==> config.mk <==
export PLATFORM = sky130hd
export DESIGN_NAME = plt_cell
export DESIGN_NICKNAME = d
export VERILOG_FILES = /design/src/plt_pkg.sv /design/src/plt_cell.sv
export SDC_FILE = /design/constraint.sdc
export NUM_CORES = 1
export LEC_CHECK = 0
export BUFFER_PORTS_ARGS = -buffer_cell sky130_fd_sc_hd__clkbuf_2
export CAP_MARGIN = 20
export CORE_ASPECT_RATIO = 0.5
export CORE_MARGIN = 5
export CORE_UTILIZATION = 38
export DETAILED_ROUTE_END_ITERATION = 12
export HOLD_SLACK_MARGIN = 0.06
export PLACE_DENSITY = 0.81
export SLEW_MARGIN = 20
export SYNTH_ARGS = -nofsm -noshare
export SYNTH_HDL_FRONTEND = slang
export SYNTH_SLANG_ARGS = --single-unit
==> constraint.sdc <==
create_clock -name clock -period 3 [get_ports clock]
set_clock_uncertainty 0.15 [all_clocks]
set_input_delay 0.3 -clock clock [delete_from_list [all_inputs] [get_ports clock]]
set_output_delay 0.3 -clock clock [all_outputs]
set_load 0.005 [all_outputs]
==> src/plt_pkg.sv <==
package plt_pkg;

   localparam int DEPTH_DEF = 64;

   typedef enum logic [1:0] {
      OP_INSERT = 2'd0,
      OP_DELETE = 2'd1,
      OP_FIND   = 2'd2,
      OP_READ   = 2'd3
   } op_type;

   typedef enum logic [1:0] {
      ST_OK    = 2'd0,
      ST_FULL  = 2'd1,
      ST_RANGE = 2'd2,
      ST_EMPTY = 2'd3
   } status_type;

   typedef enum logic [1:0] {
      S_IDLE,
      S_SCAN,
      S_REPLY
   } state_type;

   typedef enum logic [1:0] {
      ACT_HOLD,
      ACT_INSERT,
      ACT_DELETE,
      ACT_ROTATE
   } act_type;

   typedef struct packed {
      act_type            act;
      logic signed [31:0] key;
      logic [31:0]        payload;
   } cmd_type;

endpackage

==> src/plt_cell.sv <==
module plt_cell
   import plt_pkg::*;
#(
   parameter int IDX = 0,
   parameter int CW  = 7
) (
   input  logic               clock,
   input  cmd_type            cmd,
   input  logic [CW-1:0]      pos,
   input  logic signed [31:0] left_key,
   input  logic [31:0]        left_payload,
   input  logic signed [31:0] right_key,
   input  logic [31:0]        right_payload,
   output logic signed [31:0] key,
   output logic [31:0]        payload
);

   localparam logic [CW-1:0] IdxC = CW'(IDX);

   logic signed [31:0] key_ff;
   logic signed [31:0] key_in;
   logic [31:0]        payload_ff;
   logic [31:0]        payload_in;

   always_comb begin
      key_in     = key_ff;
      payload_in = payload_ff;
      case (cmd.act)
         ACT_INSERT: begin
            if (IdxC == pos) begin
               key_in     = cmd.key;
               payload_in = cmd.payload;
            end else if (IdxC > pos) begin
               key_in     = left_key;
               payload_in = left_payload;
            end
         end
         ACT_DELETE: begin
            if (IdxC >= pos) begin
               key_in     = right_key;
               payload_in = right_payload;
            end
         end
         ACT_ROTATE: begin
            key_in     = right_key;
            payload_in = right_payload;
         end
         default: begin
            key_in     = key_ff;
            payload_in = payload_ff;
         end
      endcase
   end

   always_ff @(posedge clock) begin
      key_ff     <= key_in;
      payload_ff <= payload_in;
   end

   assign key     = key_ff;
   assign payload = payload_ff;

endmodule

==> summary.md, run 1 <==
| Metric | Value |
|---|---|
| Total number of vias | `between 3,000 and 4,000` |
| Hold Path Class | `input port to register` |
| Commonest non-fill, non-tap cells in the layout | `clkbuf_2, a31oi_1, nor2b_1, a21oi_1, edfxtp_1` |
| Post-CTS Hold Fix Bufs | `0` |
| Worst hold stages | `3` |
| Hpwl dp | `9610 um` |
| Clk buf depth | `2` |
| Post-synthesis cell count | `366` |
| TritonCTS Buffers | `9` |
| Met1 Resource Use GR | `24.8%` |
| DRC viols | `0` |
| RSZ-0062 raised after global routing | `false` |
| Grt met2 use | `around 37%` |
| Pint | `a little under 2 mW` |
| Flop pwr share | `around 43%` |
| Max Freq | `about 530 MHz` |
| Status | `complete, no violations` |
| Routability cong. | `0.928` |
| # H-tree levels | `3` |
| Cell area after synthesis | `between 3000 and 4000 sq um` |
| Post-Syn Nets | `approximately 570` |
| Flops & latches, synth | `64` |
| Root Driver | `clkbuf_16` |
| Fin cells | `750` |
| Syn Area/Cell | `around 10 sq um` |
| Routed Wire Length | `around 13,000 um` |
| Met3 Use GR | `4.62%` |
| Largest net degree at the start of global routing | `65` |
| Clock power share | `40.0%` |
| Most Crowded Layer GR | `met2` |
| Endpoint type of the worst setup path | `register` |
| Pre-CTS setup slack | `between 700 and 800 ps` |
| Initial antenna violation count | `0` |
| Number of global-route vias before repair | `3,763` |
| Sequential element share of the synthesized area | `between 50% and 60%` |
| Final Cycle Share | `between 60% and 70%` |
| CP Max Fanout | `31` |
| Total number of yosys warnings | `0` |
| CP startpoint kind | `input port` |
| Overall Power | `roughly 2.5 mW` |
| Total negative slack | `0 ps` |
| Ant. Diodes | `0` |
| Worst Path Buf+Inv | `2` |
| Fill cells | `870` |
| Core ar. | `roughly 9500 sq um` |
| Worst Tran Pin Value | `around 700 ps` |
| Post-CTS Repair Setup Buffers | `0` |
| Delay-heaviest family, CP | `simple AND/OR/NAND/NOR gates` |
| Detailed Routing Iterations Pass 1 | `7` |
| Ports | `between 200 and 300` |
| Tmin final | `roughly 1900 ps` |
| Fin util | `a little under three fifths` |
| Worst vdd ir | `0.267 mV` |
| Port Buffers | `roughly 270` |
| Stages on the worst setup path | `5` |
| CTS clk-pin slew, worst paths | `about 50 ps` |
| Sequential cell area | `1920 sq um` |
| Slew Viols, Final | `0` |
| Num rows | `25` |
| Max-cap violations | `0` |
| Most common cell after layout, fill and taps aside | `clkbuf_2` |
| Initial Util | `between 30 and 40%` |
| Worst EP required | `between 2000 and 3000 ps` |
| Antenna-violating nets left | `0` |
| Fraction of layout cells with a size suffix above 1 | `47.8%` |
| First-pass GRT wire length | `about 19,000 um` |
| Placed cell area | `approximately 5000 sq um` |
| DR vias/cell | `approximately 5.2` |
| Setup ws final | `1120 ps` |
| Largest stage delay, worst path | `between 500 and 600 ps` |
| Area delta synth->final | `43.0%` |
| Final Hold Viols | `0` |
| DRT iter0 DRCs | `roughly 290` |
| Global-route usage over all layers | `around 21%` |
| Die Area | `12,000 sq um` |
| PostCTS Resize Cnt | `0` |
| CTS tree | `done` |
| Worst-path cell chain | `clkbuf_2 > or4_4 > nor2_1 > maj3_2 > buf_12` |
| Final instance area | `between 5000 and 6000 sq um` |
| Slew headroom | `between 50% and 60%` |
| Critical-path top delay cell | `or4_4` |
| Critical path class | `input port to register` |
| Die Height | `about 80 um` |
| Arr. time, crit path | `between 1500 and 2000 ps` |
| Area occupied by multi-input gates | `between 1500 and 2000 sq um` |
| GRT overflow | `0` |
| # nets final | `~810` |
| Switching share of power | `a little under a quarter` |
| WL per Instance | `around 17 um` |
| Hold Slack | `between 150 and 200 ps` |
| Clock sink total | `64` |
| Setup violations, final | `0` |
| Placed cell count | `between 700 and 800` |
| Combinational power share | `approximately 17%` |
| Leakage power | `about 2.3 nW` |
| PD cells | `around 470 nW/um^2` |
| Psw | `about 0.6 mW` |
| Netlist cell types | `16` |
| Chip width | `between 150 and 200 um` |
[flip-flops by register name (all words and copies together) (netlist names)]
register and cells:
key 32, payload 32
[final timing paths]
check                    start                 to  slack [ps]
hold / removal    right_key[1]   key[1]$_DFFE_PP_         160
setup / recovery        pos[3]  key[11]$_DFFE_PP_        1120
[power by group through the flow]
stage / Combinational [mW] / Sequential, mW / Clock, mW
after global routing: 0.474 / 1.09 / 1.08
after floorplan: 0.179 / 1.11 / 0
after CTS: 0.432 / 1.09 / 1.04
after global placement: 0.422 / 1.10 / 0
final: 0.431 / 1.09 / 1.01
after detailed placement: 0.430 / 1.11 / 0
[cells in the mapped netlist]
| library cell | instances | share of area, % |
|---|---|---|
| o21ai_1 | 50 | 6.7 |
| a21oi_1 | 64 | 8.6 |
| edfxtp_1 | 64 | 51 |
| clkbuf_1 | 16 | 1.6 |
| buf_6 | 12 | 3.6 |
| a31oi_1 | 64 | 11 |
| maj3_1 | 1 | 0.27 |
| nor2b_1 | 64 | 11 |
| buf_2 | 6 | 0.80 |
| o21ai_0 | 14 | 1.9 |
| nor3_2 | 1 | 0.27 |
| or3_1 | 1 | 0.17 |
| nor2_1 | 1 | 0.10 |
| nor4_4 | 1 | 0.57 |
| clkbuf_8 | 6 | 2.2 |
| or4_4 | 1 | 0.30 |
[metal layers]
layer  part of all wire (%)  up-vias
met5                      0        -
met4                    2.2        0
met3                    6.6       34
met2                     53      196
met1                     38     1817
li1                       -     1886
[worst min-delay path, cell delays in order]
cell      delay [ps]
clkbuf_2          80
nor2b_1           30
a21oi_1          100
[final cells by class]
type                    instances  share of cell area [%]
multi-input cells             262                    28.3
well taps                     135                    3.16
repair buffers                273                    26.9
clock inverters                 7                    1.36
clock buffers                   9                    4.22
flip-flops and latches         64                    36.0
[cells by family (layout without fill, tap and decap cells)]
logic type | count (synthesis) | in the layout | share of synthesized area, %
buffers and inverters | 40 | 289 | 8.24
flip-flops | 64 | 64 | 51.5
AND/OR/NAND/NOR | 69 | 69 | 12.1
adder cells (fa/ha/maj) | 1 | 1 | 0.268
AO/OA/AOI/OAI | 192 | 192 | 27.9
No activity file was read; power rests on OpenSTA's default activity.
==> inputs of run 2 (changes only) <==
Clock period 3 ns to 1.5 ns, I/O delays scaled along.
==> summary.md, run 2 (synthesis gave the netlist of run 1 again) <==
| Metric | Value |
|---|---|
| Status | `complete, but fails checks` |
| Failing checks | `negative setup slack` |
| Commonest non-fill, non-tap cells in the layout | `clkbuf_2, dlygate4sd3_1` |
| Hpwl dp | `9840 um` |
| Setup ws final | `-36.2 ps` |
| Worst Tran Pin Value | `367 ps` |
| Initial Util | `39.3%` |
| Pint | `between 4 and 5 mW` |
| Hold Slack | `about 48 ps` |
| Total negative slack | `-1320 ps` |
| Setup violations, final | `48` |
| Final Hold Viols | `0` |
| Fin cells | `about 860` |
| CTS clk-pin slew, worst paths | `around 50 ps` |
| CTS tree | `done` |
| Worst vdd ir | `around 0.60 mV` |
| WL per Instance | `~17 um` |
| # H-tree levels | `3` |
| Final Cycle Share | `102%` |
| # nets final | `between 900 and 1,000` |
| Flop pwr share | `39.9%` |
| Max Freq | `~650 MHz` |
| Slew Viols, Final | `0` |
| Arr. time, crit path | `1400 ps` |
| TritonCTS Buffers | `9` |
| DRC viols | `0` |
| Die Height | `about 80 um` |
| DR vias/cell | `about 5.2` |
| Chip width | `between 150 and 200 um` |
| Hold path start | `left_payload[9]` |
| Tmin final | `between 1500 and 2000 ps` |
| Combinational power share | `~21%` |
| Worst EP required | `~1400 ps` |
| Most common cell after layout, fill and taps aside | `clkbuf_2` |
| Endpoint type of the worst setup path | `register` |
| Ports | `266` |
| Critical path class | `input port to register` |
| RSZ-0062 raised after global routing | `true` |
| First-pass GRT wire length | `about 22,000 um` |
| Core ar. | `approximately 9500 sq um` |
| Slew headroom | `75.5%` |
| CP startpoint kind | `input port` |
| Fraction of layout cells with a size suffix above 1 | `a little over two fifths` |
| Antenna-violating nets left | `0` |
| Placed cell count | `between 700 and 800` |
| Global-route usage over all layers | `about a quarter` |
| Clock sink total | `64` |
| CP Max Fanout | `24` |
| DRT iter0 DRCs | `about 350` |
| GRT overflow | `0` |
| Port Buffers | `265` |
| Clk buf depth | `2` |
| PD cells | `between 800 and 900 nW/um^2` |
| Total number of vias | `4,488` |
| Largest net degree at the start of global routing | `65` |
| Psw | `roughly 1.2 mW` |
| Switching share of power | `a little under a quarter` |
| Area delta synth->final | `73.2%` |
| Leakage power | `roughly 2.8 nW` |
| Routed Wire Length | `around 15,000 um` |
| Initial antenna violation count | `0` |
| Die Area | `roughly 12,000 sq um` |
| Clock power share | `about 39%` |
| Post-CTS Repair Setup Buffers | `0` |
| Num rows | `25` |
| Max-cap violations | `0` |
| Hold Path Class | `input port to register` |
| Setup crit start | `pos[3]` |
| Detailed Routing Iterations Pass 1 | `5` |
| Number of global-route vias before repair | `4,514` |
| Routability cong. | `0.898` |
| Root Driver | `clkbuf_16` |
[run 2: worst max-delay path, cell delays in order]
cell and delay (ps):
buf_8 100, or4_4 570, nor2_4 110, maj3_4 260, buf_12 200
[run 2: routing by layer]
metal | track usage (%) | vias up | routed length [um]
met3 | 5.13 | 66 | 869
met1 | 24.9 | 2065 | 5260
met4 | 13.0 | 0 | 726
met5 | 0 | - | 0
li1 | - | 2103 | -
met2 | 43.7 | 254 | 8100
[run 2: worst paths after layout]
kind | end | slack (ps) | depth (start not counted)
max | key[2]$_DFFE_PP_ | -40 | 5
min | payload[9]$_DFFE_PP_ | 50 | 3
[run 2: power groups by stage]
stage | Clock (mW) | Sequential, mW | Combinational, mW
after floorplan | 0 | 2.23 | 0.361
after global placement | 0 | 2.21 | 0.883
after detailed placement | 0 | 2.21 | 0.900
after CTS | 2.19 | 2.18 | 1.09
after global routing | 2.27 | 2.19 | 1.22
final | 2.14 | 2.18 | 1.13
[run 2: final cells by class]
cell class | count | area (sq um)
sequential | 64 | 1920
timing repair buffer | 377 | 2530
clock inverter | 7 | 86.3
fill | 733 | 3040
antenna | 2 | 5.00
tap | 135 | 169
multi-input combinational | 262 | 1530
clock buffer | 9 | 225
[run 2: repair_timing]
item | 4_1_cts | 5_1_grt
endpoints found under the hold margin | 53 | 0
resized for setup | 1 | 10
endpoints found under the setup margin | 18 | 72
hold buffers | 92 | 0
cloned | 0 | 1
[run 2: through the flow]
step / setup WS [ps] / util [%] / area (sq um) / power [mW]
floorplan: -524 / - / 3740 / 2.59
global placement: -328 / 54.5 / 5180 / 3.09
detailed placement: -352 / 54.5 / 5180 / 3.11
CTS: -9.38 / 67.5 / 6420 / 5.46
global route: -40.8 / 67.9 / 6460 / 5.68
finish: -36.2 / 68.0 / 6460 / 5.45
