==> src/plt_pkg.sv <==
package plt_pkg;

   localparam int DEPTH_DEF = 64;

   typedef enum logic [1:0] {
      OP_INSERT = 2'd0,
      OP_DELETE = 2'd1,
      OP_FIND   = 2'd2,
      OP_READ   = 2'd3
   } op_type;

   typedef enum logic [1:0] {
      ST_OK    = 2'd0,
      ST_FULL  = 2'd1,
      ST_RANGE = 2'd2,
      ST_EMPTY = 2'd3
   } status_type;

   typedef enum logic [1:0] {
      S_IDLE,
      S_SCAN,
      S_REPLY
   } state_type;

   typedef enum logic [1:0] {
      ACT_HOLD,
      ACT_INSERT,
      ACT_DELETE,
      ACT_ROTATE
   } act_type;

   typedef struct packed {
      act_type            act;
      logic signed [31:0] key;
      logic [31:0]        payload;
   } cmd_type;

endpackage

==> src/plt_ctrl.sv <==
module plt_ctrl
   import plt_pkg::*;
#(
   parameter int DEPTH = DEPTH_DEF,
   parameter int CW    = $clog2(DEPTH + 1)
) (
   input  logic               clock,
   input  logic               reset,
   input  logic               req_valid,
   output logic               req_stall,
   input  logic [1:0]         req_op,
   input  logic [CW-1:0]      req_position,
   input  logic signed [31:0] req_key,
   input  logic [31:0]        req_payload,
   output logic               rsp_valid,
   input  logic               rsp_stall,
   output logic [1:0]         rsp_status,
   output logic               rsp_found,
   output logic signed [31:0] rsp_key_out,
   output logic [31:0]        rsp_payload_out,
   output logic [CW-1:0]      rsp_entry_count,
   output cmd_type            cmd,
   output logic [CW-1:0]      cmd_pos,
   input  logic signed [31:0] head_key,
   input  logic [31:0]        head_payload
);

   localparam int            IW       = $clog2(DEPTH);
   localparam logic [CW-1:0] DepthC   = CW'(DEPTH);
   localparam logic [IW-1:0] LastStep = IW'(DEPTH - 1);

   state_type          state_ff, state_in;
   logic [CW-1:0]      count_ff, count_in;
   logic [IW-1:0]      step_ff, step_in;
   op_type             op_ff, op_in;
   logic [CW-1:0]      pos_ff, pos_in;
   logic signed [31:0] skey_ff, skey_in;
   logic               hit_ff, hit_in;
   logic signed [31:0] hkey_ff, hkey_in;
   logic [31:0]        hpay_ff, hpay_in;
   logic               rsp_valid_ff, rsp_valid_in;
   status_type         status_ff, status_in;
   logic               found_ff, found_in;
   logic signed [31:0] kout_ff, kout_in;
   logic [31:0]        pout_ff, pout_in;
   logic [CW-1:0]      ecount_ff, ecount_in;

   logic    slot_free;
   logic    accept;
   logic    scan_start;
   op_type  req_op_e;
   logic [CW-1:0] step_ext;

   assign req_op_e  = op_type'(req_op);
   assign slot_free = !rsp_valid_ff || !rsp_stall;
   assign req_stall = !((state_ff == S_IDLE) && slot_free);
   assign accept    = req_valid && !req_stall;
   assign step_ext  = CW'(step_ff);

   assign scan_start = (count_ff != '0) &&
                       ((req_op_e == OP_FIND) ||
                        ((req_op_e == OP_READ) && (req_position < count_ff)));

   always_comb begin
      state_in = state_ff;
      case (state_ff)
         S_IDLE: begin
            if (accept && scan_start) begin
               state_in = S_SCAN;
            end
         end
         S_SCAN: begin
            if (step_ff == LastStep) begin
               state_in = S_REPLY;
            end
         end
         S_REPLY: begin
            if (slot_free) begin
               state_in = S_IDLE;
            end
         end
         default: begin
            state_in = S_IDLE;
         end
      endcase
   end

   always_comb begin
      count_in     = count_ff;
      step_in      = step_ff;
      op_in        = op_ff;
      pos_in       = pos_ff;
      skey_in      = skey_ff;
      hit_in       = hit_ff;
      hkey_in      = hkey_ff;
      hpay_in      = hpay_ff;
      rsp_valid_in = rsp_valid_ff && rsp_stall;
      status_in    = status_ff;
      found_in     = found_ff;
      kout_in      = kout_ff;
      pout_in      = pout_ff;
      ecount_in    = ecount_ff;
      cmd.act      = ACT_HOLD;
      cmd.key      = req_key;
      cmd.payload  = req_payload;
      cmd_pos      = req_position;
      case (state_ff)
         S_IDLE: begin
            if (accept) begin
               op_in   = req_op_e;
               pos_in  = req_position;
               skey_in = req_key;
               step_in = '0;
               hit_in  = 1'b0;
               if (!scan_start) begin
                  rsp_valid_in = 1'b1;
                  status_in    = ST_OK;
                  found_in     = 1'b0;
                  kout_in      = '0;
                  pout_in      = '0;
                  ecount_in    = count_ff;
                  case (req_op_e)
                     OP_INSERT: begin
                        if (count_ff == DepthC) begin
                           status_in = ST_FULL;
                        end else if (req_position > count_ff) begin
                           status_in = ST_RANGE;
                        end else begin
                           cmd.act   = ACT_INSERT;
                           count_in  = count_ff + 1'b1;
                           ecount_in = count_ff + 1'b1;
                        end
                     end
                     OP_DELETE: begin
                        if (count_ff == '0) begin
                           status_in = ST_EMPTY;
                        end else if (req_position >= count_ff) begin
                           status_in = ST_RANGE;
                        end else begin
                           cmd.act   = ACT_DELETE;
                           count_in  = count_ff - 1'b1;
                           ecount_in = count_ff - 1'b1;
                        end
                     end
                     default: begin
                        if (count_ff == '0) begin
                           status_in = ST_EMPTY;
                        end else begin
                           status_in = ST_RANGE;
                        end
                     end
                  endcase
               end
            end
         end
         S_SCAN: begin
            cmd.act = ACT_ROTATE;
            step_in = step_ff + 1'b1;
            if (op_ff == OP_READ) begin
               if (step_ext == pos_ff) begin
                  hit_in  = 1'b1;
                  hkey_in = head_key;
                  hpay_in = head_payload;
               end
            end else if (!hit_ff && (step_ext < count_ff) && (head_key == skey_ff)) begin
               hit_in  = 1'b1;
               hkey_in = head_key;
               hpay_in = head_payload;
            end
         end
         S_REPLY: begin
            if (slot_free) begin
               rsp_valid_in = 1'b1;
               status_in    = ST_OK;
               found_in     = hit_ff && (op_ff == OP_FIND);
               kout_in      = hit_ff ? hkey_ff : '0;
               pout_in      = hit_ff ? hpay_ff : '0;
               ecount_in    = count_ff;
            end
         end
         default: begin
            cmd.act = ACT_HOLD;
         end
      endcase
   end

   always_ff @(posedge clock) begin
      if (reset) begin
         state_ff     <= S_IDLE;
         count_ff     <= '0;
         rsp_valid_ff <= 1'b0;
      end else begin
         state_ff     <= state_in;
         count_ff     <= count_in;
         rsp_valid_ff <= rsp_valid_in;
      end
   end

   always_ff @(posedge clock) begin
      step_ff   <= step_in;
      op_ff     <= op_in;
      pos_ff    <= pos_in;
      skey_ff   <= skey_in;
      hit_ff    <= hit_in;
      hkey_ff   <= hkey_in;
      hpay_ff   <= hpay_in;
      status_ff <= status_in;
      found_ff  <= found_in;
      kout_ff   <= kout_in;
      pout_ff   <= pout_in;
      ecount_ff <= ecount_in;
   end

   assign rsp_valid       = rsp_valid_ff;
   assign rsp_status      = status_ff;
   assign rsp_found       = found_ff;
   assign rsp_key_out     = kout_ff;
   assign rsp_payload_out = pout_ff;
   assign rsp_entry_count = ecount_ff;

`ifndef SYNTHESIS
   a_count_bound: assert property (@(posedge clock) disable iff (reset)
      count_ff <= DepthC)
      else $error("entry count above depth");

   a_count_only_on_accept: assert property (@(posedge clock) disable iff (reset)
      !accept |=> $stable(count_ff))
      else $error("entry count changed without an item");

   a_scan_steps: assert property (@(posedge clock) disable iff (reset)
      (state_ff == S_SCAN) && (step_ff != LastStep) |=>
         (state_ff == S_SCAN) && (step_ff == $past(step_ff) + 1'b1))
      else $error("scan step skipped");

   a_scan_enters: assert property (@(posedge clock) disable iff (reset)
      accept && (req_op_e == OP_FIND) && (count_ff != '0) |=> state_ff == S_SCAN)
      else $error("find did not start a scan");
`endif

endmodule

==> config.mk <==
export PLATFORM = sky130hd
export DESIGN_NAME = plt_ctrl
export DESIGN_NICKNAME = d
export VERILOG_FILES = /design/src/plt_pkg.sv /design/src/plt_ctrl.sv
export SDC_FILE = /design/constraint.sdc
export NUM_CORES = 1
export LEC_CHECK = 0
export BUFFER_PORTS_ARGS = -buffer_cell sky130_fd_sc_hd__buf_2
export CORE_UTILIZATION = 45
export CTS_CLUSTER_SIZE = 8
export DETAILED_ROUTE_END_ITERATION = 8
export PLACE_DENSITY = 0.69
export SETUP_SLACK_MARGIN = 0.15
export SYNTH_ARGS = -nofsm -noshare
export SYNTH_HDL_FRONTEND = slang
export SYNTH_SLANG_ARGS = --single-unit
==> constraint.sdc <==
create_clock -name clock -period 9.11 [get_ports clock]
set_clock_uncertainty 0.15 [all_clocks]
set_input_delay 0.4555 -clock clock [delete_from_list [all_inputs] [get_ports clock]]
set_output_delay 0.4555 -clock clock [all_outputs]
set_load 0.05 [all_outputs]
==> flow_summary.json, run 1 <==
{
  "grt_pass1_vias": 5011,
  "num_vias": 5225,
  "clk_pin_slew_ns": 0.07,
  "fin_tns_setup_ns": 0,
  "timing.max_cap.violations": 0,
  "via_per_inst": 5.29,
  "cts_resized": 0,
  "cts.htree.levels": 4,
  "syn_area_um2": 8460,
  "grt_overflow": 0,
  "drt_iter0_markers": 310,
  "violations": "DRC",
  "root_buffer": "clkbuf_16",
  "start_util": 0.465,
  "dr.pass1.iters": 8,
  "timing.final.hold_violations": 0,
  "grt_util_all_layers": 0.191,
  "report.final.slew_viol_count": 0,
  "fillers": 1517,
  "ys_types": 58,
  "drc": 15,
  "finalNonFillerCells": 988,
  "async_reset_ff_frac": 0,
  "busiest_layer": "met2",
  "min_period_ns": 3.47,
  "numCtsBuffers": 17,
  "antenna_left": 0,
  "syn_avg_cell_area_um2": 14.4,
  "use_met3": 0.0497,
  "final.period_utilization": 0.381,
  "final_nets": 901,
  "cts.sinks": 196,
  "placed_cells": 955,
  "drive_gt1_frac": 0.369,
  "total_leakage_power_uw": 0.00407,
  "place_congestion": 0.938,
  "setup_viol": 0,
  "fp.coreArea_um2": 18200,
  "routed_wl_um": 18500,
  "synth_flop_cell": "edfxtp_1",
  "ios": 290,
  "crit_fanout": 10,
  "syn_nets": 745,
  "gr-usage-met2": 0.304,
  "cp-end-kind": "primary output",
  "required_ns": 8.50,
  "criticalPathCategory": "reg -> out",
  "dpl.hpwl_um": 13600,
  "power.density_nw_per_um2": 205,
  "ys_seq_elements": 196,
  "min_path_type": "in -> reg",
  "relSlewSlack": 0.389,
  "synth_edf_count": 186,
  "areaGrowthSynthToFinish_pct": 16.4,
  "synthCells": 589,
  "ys_top_cells_by_area": "edfxtp_1, buf_4, and3_1",
  "yosysSeqAreaShare": 0.684,
  "dieHeight_um": 139,
  "cts.path.max_buffers": 2,
  "critPathSlowestCell": "dfxtp_1",
  "clkLatencyLatePin_ns": 0.43,
  "post_drt_wl_per_cell_um": 18.7,
  "worst_pin_slew_ns": 0.916,
  "grt_pass1_wl_um": 27900,
  "cp-start-kind": "register",
  "arrival_ns": 2.87,
  "met1_usage": 0.240,
  "postCtsSetupBuffers": 0,
  "grt_max_degree": 73,
  "port_buffers": 225,
  "cts_hold_buf": 0,
  "synth_common_cells": "edfxtp_1, buf_4, and3_1",
  "core.rowCount": 49,
  "antenna_found_initial": 1,
  "yosys.area.top_type": "edfxtp_1",
  "path_cells": "inv_1 -> ha_1 -> a21oi_1 -> a21oi_1 -> o21ai_2 -> nand2_1 -> o21ai_0 -> buf_2",
  "synth_top_area_frac": 0.660,
  "cp_slowest_stage_delay_ns": 0.51,
  "max_clock_freq_mhz": 288,
  "timing.critical_path.mode_cell": "a21oi_1",
  "cts_tree": "yes",
  "vdd.ir_drop.worst_uv": 136,
  "yosysMostFrequentCell": "edfxtp_1",
  "rsz0062_at_grt": "no",
  "yosys_warnings": 0,
  "status": "complete, but fails checks",
  "dieWidth_um": 139,
  "dieArea_um2": 19400
}
## flip-flops by register name, summed over array words and instances, names as in the netlist, 6 cells and up
| signal | flops |
|---|---|
| count_ff | 7 |
| rsp_key_out | 32 |
| skey_ff | 32 |
| pos_ff | 7 |
| rsp_entry_count | 7 |
| step_ff | 6 |
| hpay_ff | 32 |
| rsp_payload_out | 32 |
| hkey_ff | 32 |
## cell type report
class                   count  area (um^2)  share of cell area
well taps                 229          287              0.0291
repair buffers            229         1160               0.117
flip-flops and latches    196         5790               0.587
clock inverters            13          104              0.0105
inverters                  13         48.8             0.00495
diodes                      1         2.50            0.000254
multi-input cells         288         2040               0.207
clock buffers              19          433              0.0439
## where the power goes
part	internal [uW]	total (uW)	leakage (uW)	switching, uW
Combinational	71.3	289	0.00194	218
Clock	355	682	0.000264	327
Sequential	1030	1050	0.00187	18.0
Total	1460	2020	0.00407	563
## worst max-delay path, delay by kind of cell (launching register included)
kind,cells,cell delay [ns]
buffers and inverters,2,0.51
adders and majority gates,1,0.37
AOI/OAI and AO/OA,4,0.93
and+or+nand+nor,1,0.12
DFF,1,0.51
## stage by stage
stage / hold WS [ns] / area, um^2 / setup WS (ns) / util / total power [uW]
floorplan: 0.378 / 8460 / 2.41 / - / 1330
global route: 0.0239 / 9850 / 5.40 / 0.541 / 2090
detailed placement: 0.385 / 9310 / 5.40 / 0.512 / 1360
CTS: 0.0337 / 9850 / 5.63 / 0.541 / 2040
finish: 0.0517 / 9850 / 5.64 / 0.541 / 2020
global placement: 0.381 / 9310 / 5.56 / 0.512 / 1360
## path summary, 6_finish.rpt
path,slack (ns),startpoint,to,cells past startpoint
hold / removal,0.05,head_payload[5],hpay_ff[5],1
setup / recovery,5.64,count_ff[2],cmd[64],8
hold reg to reg,0.40,hkey_ff[29],rsp_key_out[29],1
setup reg to reg,5.70,rsp_valid,rsp_key_out[1],7
## metal layers
metal	wire [um]	part of all wire	up-vias
met5	0	0	-
met4	568	0.031	0
met3	1190	0.064	42
met2	9130	0.49	228
met1	7610	0.41	2515
li1	-	-	2440
## layout by cell type, fill, tap and decap left out, drive strengths merged, types with 12 or more instances in the layout
cell    count
xor2       20
xnor2      25
and3       69
inv        18
buf       229
o21ai      12
clkbuf     19
nor2       30
a21oi      15
edfxtp    186
nand2      17
ha         15
## kinds of logic (layout without fill, tap and decap cells)
| group | Yosys count | count (layout) | share of synthesized area |
|---|---|---|---|
| compound gates | 59 | 59 | 0.0526 |
| xor+xnor | 45 | 45 | 0.0466 |
| fa+ha+maj | 15 | 15 | 0.0222 |
| buf+inv | 105 | 274 | 0.0792 |
| flops | 196 | 196 | 0.684 |
| mux | 2 | 2 | 0.00251 |
| other cells | 0 | 1 | 0 |
| simple gates | 167 | 167 | 0.113 |
No activity file was read; power rests on OpenSTA's default activity.
==> run 2: changes to the inputs <==
==> constraint.sdc (replaced) <==
create_clock -name clock -period 3.62 [get_ports clock]
set_clock_uncertainty 0.15 [all_clocks]
set_input_delay 0.181 -clock clock [delete_from_list [all_inputs] [get_ports clock]]
set_output_delay 0.181 -clock clock [all_outputs]
set_load 0.05 [all_outputs]
==> flow_summary.json, run 2 (synthesis results as in run 1) <==
{
  "relSlewSlack": 0.483,
  "grt_pass1_wl_um": 31500,
  "grt_pass1_vias": 5756,
  "place_congestion": 0.899,
  "design_area_um2": 11000,
  "dieWidth_um": 139,
  "fp.coreArea_um2": 18200,
  "clkLatencyLatePin_ns": 0.44,
  "cp-start-kind": "register",
  "via_per_inst": 5.21,
  "areaGrowthSynthToFinish_pct": 30.3,
  "total_leakage_power_uw": 0.00455,
  "crit_fanout": 10,
  "grt_util_all_layers": 0.217,
  "dieArea_um2": 19400,
  "final_cell_mix": "buf_2, edfxtp_1, dlygate4sd3_1",
  "cts.htree.levels": 4,
  "ios": 290,
  "port_buffers": 225,
  "timing.final.hold_violations": 0,
  "place_area_um2": 9360,
  "min_path_type": "in -> reg",
  "place_ws_ns": 0.737,
  "dpl.hpwl_um": 13600,
  "fillers": 1378,
  "rsz0062_at_grt": "no",
  "final_common_cell": "buf_2",
  "report.final.slew_viol_count": 0,
  "dr.pass1.iters": 7,
  "grt_overflow": 0,
  "core.rowCount": 49,
  "postCtsSetupBuffers": 0,
  "post_drt_wl_per_cell_um": 18.8,
  "clk_pin_slew_ns": 0.07,
  "root_buffer": "clkbuf_16",
  "criticalPathCategory": "reg -> out",
  "final_nets": 1010,
  "min_period_ns": 3.18,
  "cts_tree": "yes",
  "setup_ws_ns": 0.436,
  "hold_ws_ns": 0.151,
  "num_vias": 5705,
  "antenna_found_initial": 0,
  "cts.path.max_buffers": 2,
  "cts_resized": 0,
  "drt_iter0_markers": 295,
  "max_clock_freq_mhz": 314,
  "drc": 15,
  "antenna_left": 0,
  "dieHeight_um": 139,
  "power.density_nw_per_um2": 492,
  "final.period_utilization": 0.880,
  "violations": "DRC",
  "n_antenna_cell": 0,
  "numCtsBuffers": 17,
  "required_ns": 3.29,
  "status": "complete, but fails checks",
  "cts.sinks": 196,
  "routed_wl_um": 20600,
  "arrival_ns": 2.85,
  "fin_util": 0.606,
  "grt_max_degree": 75,
  "start_util": 0.465,
  "drive_gt1_frac": 0.327,
  "worst_pin_slew_ns": 0.774,
  "setup_viol": 0,
  "timing.max_cap.violations": 0,
  "vdd.ir_drop.worst_uv": 335,
  "cp-end-kind": "primary output"
}
==> run 2: cell types whose count changed in the layout (fill, tap and decap cells not counted), moves of 2 or more <==
cell           delta
bufinv_16         +3
clkinv_2          -2
inv_6             +2
buf_12            +2
inv_8             -2
dlygate4sd3_1   +106
==> run 2: worst max-delay path, stage by stage, from the launching register on <==
cell     delay (ns)
dfxtp_1        0.50
inv_1          0.20
ha_1           0.36
a21oi_1        0.22
a21oi_1        0.13
o21ai_2        0.41
nand2_1        0.13
o21ai_0        0.18
buf_2          0.29
==> run 2: area by class of cell <==
class / instances / area [um^2] / share of cell area
Clock buffer: 18 / 429 / 0.0389
Clock inverter: 13 / 175 / 0.0159
Inverter: 13 / 48.8 / 0.00443
Multi-Input combinational cell: 288 / 2040 / 0.185
Sequential cell: 196 / 5790 / 0.525
Tap cell: 229 / 287 / 0.0260
Timing Repair Buffer: 338 / 2260 / 0.205
==> run 2: what timing repair did <==
| action | in CTS | in global routing |
|---|---|---|
| hold buffers | 106 | 0 |
| endpoints found under the hold margin | 113 | 0 |
| setup endpoints to repair | 0 | 0 |
==> run 2: through the flow <==
step / instances / total power (uW) / setup TNS [ns]
floorplan: 589 / 3320 / -0.00840
global placement: 958 / 3430 / 0
detailed placement: 958 / 3440 / 0
CTS: 1095 / 5450 / 0
global route: 1095 / 5610 / 0
finish: 1095 / 5420 / 0
==> run 2: per-layer routing <==
| layer | global-route usage | routed length, um | vias up |
|---|---|---|---|
| met1 | 0.257 | 8270 | 2744 |
| met5 | 0 | 0 | - |
| met4 | 0.106 | 720 | 0 |
| met3 | 0.0497 | 1190 | 64 |
| li1 | - | - | 2649 |
| met2 | 0.371 | 10400 | 248 |
==> run 2: final timing paths <==
kind	start	endpoint	slack, ns	depth (start not counted)
setup / recovery	count_ff[2]	cmd[64]	0.44	8
hold / removal	rsp_stall	rsp_valid	0.15	4
setup reg to reg	count_ff[2]	rsp_entry_count[4]	0.72	8
hold reg to reg	hkey_ff[20]	rsp_key_out[20]	0.40	1
==> run 2: power by group <==
part	internal, uW	switching (uW)	total (uW)
clock	1100	845	1940
combinational	261	573	833
sequential	2600	46.3	2650
total	3960	1460	5420
==> run 3: changes to the inputs <==
--- a/config.mk
+++ b/config.mk
@@ -9,8 +9,10 @@
 export CORE_UTILIZATION = 45
 export CTS_CLUSTER_SIZE = 8
 export DETAILED_ROUTE_END_ITERATION = 8
+export MAX_ROUTING_LAYER = met4
 export PLACE_DENSITY = 0.69
 export SETUP_SLACK_MARGIN = 0.15
+export SLEW_MARGIN = 20
 export SYNTH_ARGS = -nofsm -noshare
 export SYNTH_HDL_FRONTEND = slang
 export SYNTH_SLANG_ARGS = --single-unit
==> flow_summary.json, run 3 (synthesis results as in run 1) <==
{
  "r2r_cells": 9,
  "numCtsBuffers": 17,
  "placed_cells": 960,
  "relSlewSlack": 0.539,
  "reg2reg_to": "rsp_payload_out[14]",
  "num_vias": 5687,
  "grt_overflow": 0,
  "criticalPathCategory": "reg -> out",
  "r2r_start": "count_ff[6]",
  "worst_pin_slew_ns": 0.690,
  "power.density_nw_per_um2": 486,
  "post_drt_wl_per_cell_um": 19.1,
  "grt_util_all_layers": 0.229,
  "fp.coreArea_um2": 18200,
  "core.rowCount": 49,
  "finalNonFillerCells": 1099,
  "timing.final.hold_violations": 0,
  "postCtsSetupBuffers": 0,
  "grt_pass1_wl_um": 32600,
  "start_util": 0.465,
  "dieWidth_um": 139,
  "met1_usage": 0.264,
  "min_period_ns": 3.24,
  "final_common_cell": "buf_2",
  "clkLatencyLatePin_ns": 0.44,
  "cts.sinks": 196,
  "port_buffers": 225,
  "grt_max_degree": 66,
  "vdd.ir_drop.worst_uv": 268,
  "max_clock_freq_mhz": 309,
  "drive_gt1_frac": 0.333,
  "busiest_layer": "met2",
  "root_buffer": "clkbuf_16",
  "antenna_found_initial": 1,
  "cp.depth": 8,
  "timing.critical_path.mode_cell": "o21ai_2",
  "p_total_uw": 5370,
  "dieHeight_um": 139,
  "report.final.slew_viol_count": 0,
  "cp_num_buf_inv": 2,
  "dr.pass1.iters": 8,
  "cp_top_family": "compound AO/OA/AOI/OAI gates",
  "place_congestion": 0.871,
  "endpoint": "cmd[64]",
  "ios": 290,
  "drc": 15,
  "setup_viol": 0,
  "dieArea_um2": 19400,
  "violations": "DRC",
  "timing.max_cap.violations": 0,
  "worstSetupStartpoint": "count_ff[6]",
  "critPathSlowestCell": "dfxtp_1",
  "hold_ws_ns": 0.0382,
  "areaGrowthSynthToFinish_pct": 30.5,
  "crit_fanout": 10,
  "fin_util": 0.607,
  "clk_pin_slew_ns": 0.07,
  "use_met3": 0.0463,
  "total_leakage_power_uw": 0.00457,
  "final_cell_mix": "buf_2, edfxtp_1, dlygate4sd3_1",
  "design_area_um2": 11000,
  "final.period_utilization": 0.894,
  "status": "complete, but fails checks",
  "dpl.hpwl_um": 14100,
  "arrival_ns": 2.90,
  "cts.htree.levels": 4,
  "place_area_um2": 9360,
  "r2r_slack_ns": 0.58,
  "cp_slowest_stage_delay_ns": 0.57,
  "routed_wl_um": 21000,
  "via_per_inst": 5.17,
  "gr-usage-met2": 0.385,
  "cp-start-kind": "register",
  "min_path_type": "in -> reg",
  "rsz0062_at_grt": "no",
  "antenna_left": 0,
  "cts_tree": "yes",
  "cp-end-kind": "primary output",
  "final_nets": 1012,
  "drt_iter0_markers": 370,
  "cts.path.max_buffers": 2,
  "grt_pass1_vias": 5849,
  "path_cells": "inv_1 -> ha_1 -> a21oi_1 -> o21ai_2 -> o21ai_2 -> nand2_1 -> o21ai_0 -> buf_2",
  "required_ns": 3.29
}
run 3: cell types whose count changed in the layout (fill, tap and decap cells not counted), sizes merged:
cell / delta
clkbuf: -1
clkinv: +2
buf: +3
bufinv: -3
diode: +1
clkinvlp: -1
dlygate4sd3: -1
inv: +4
run 3: worst register-to-register path, delay by kind of cell, from the launching register on:
kind	cells	cell delay, ns
AO/OA/AOI/OAI	4	0.81
adder cells (fa/ha/maj)	1	0.35
buffers and inverters	3	0.65
flip-flops	1	0.57
AND/OR/NAND/NOR	1	0.25
run 3: worst min-delay path by stage:
stage / startpoint / end / cells after the start
2_1_floorplan: head_key[0] / hkey_ff[0] / 0
3_3_place_gp: head_payload[0] / hpay_ff[0] / 1
3_5_place_dp: head_payload[4] / hpay_ff[4] / 1
4_1_cts: req_op[1] / op_ff[1] / 1
5_1_grt: req_op[1] / op_ff[1] / 1
6_report: req_op[1] / op_ff[1] / 1
run 3: where the power goes:
group	internal [uW]	switching [uW]	total, uW
clock	942	938	1880
combinational	265	575	840
sequential	2600	46.3	2650
run 3: per-stage QoR:
| step | setup WS [ns] | TNS, ns |
|---|---|---|
| 3_5_place_dp | 0.424 | 0 |
| 2_1_floorplan | -0.00420 | -0.00840 |
| 3_3_place_gp | 0.552 | 0 |
| 4_1_cts | 0.381 | 0 |
| 6_report | 0.384 | 0 |
| 5_1_grt | 0.169 | 0 |
run 3: area by class of cell:
| class | instances | area, um^2 |
|---|---|---|
| Clock buffer | 17 | 425 |
| Multi-Input combinational cell | 288 | 2040 |
| Timing Repair Buffer | 340 | 2280 |
| Sequential cell | 196 | 5790 |
| Tap cell | 229 | 287 |
| Inverter | 13 | 48.8 |
| Antenna cell | 1 | 2.50 |
| Fill cell | 1362 | 7160 |
| Clock inverter | 15 | 178 |
run 3: per-layer routing:
layer,share of wire,vias up
met5,0,-
met2,0.51,252
met3,0.061,64
met1,0.39,2713
met4,0.030,0
li1,-,2658
run 3: timing repair:
action / in CTS / in global routing
gates resized for setup: 0 / 0
endpoints found under the hold margin: 112 / 0
hold buffers: 105 / 0
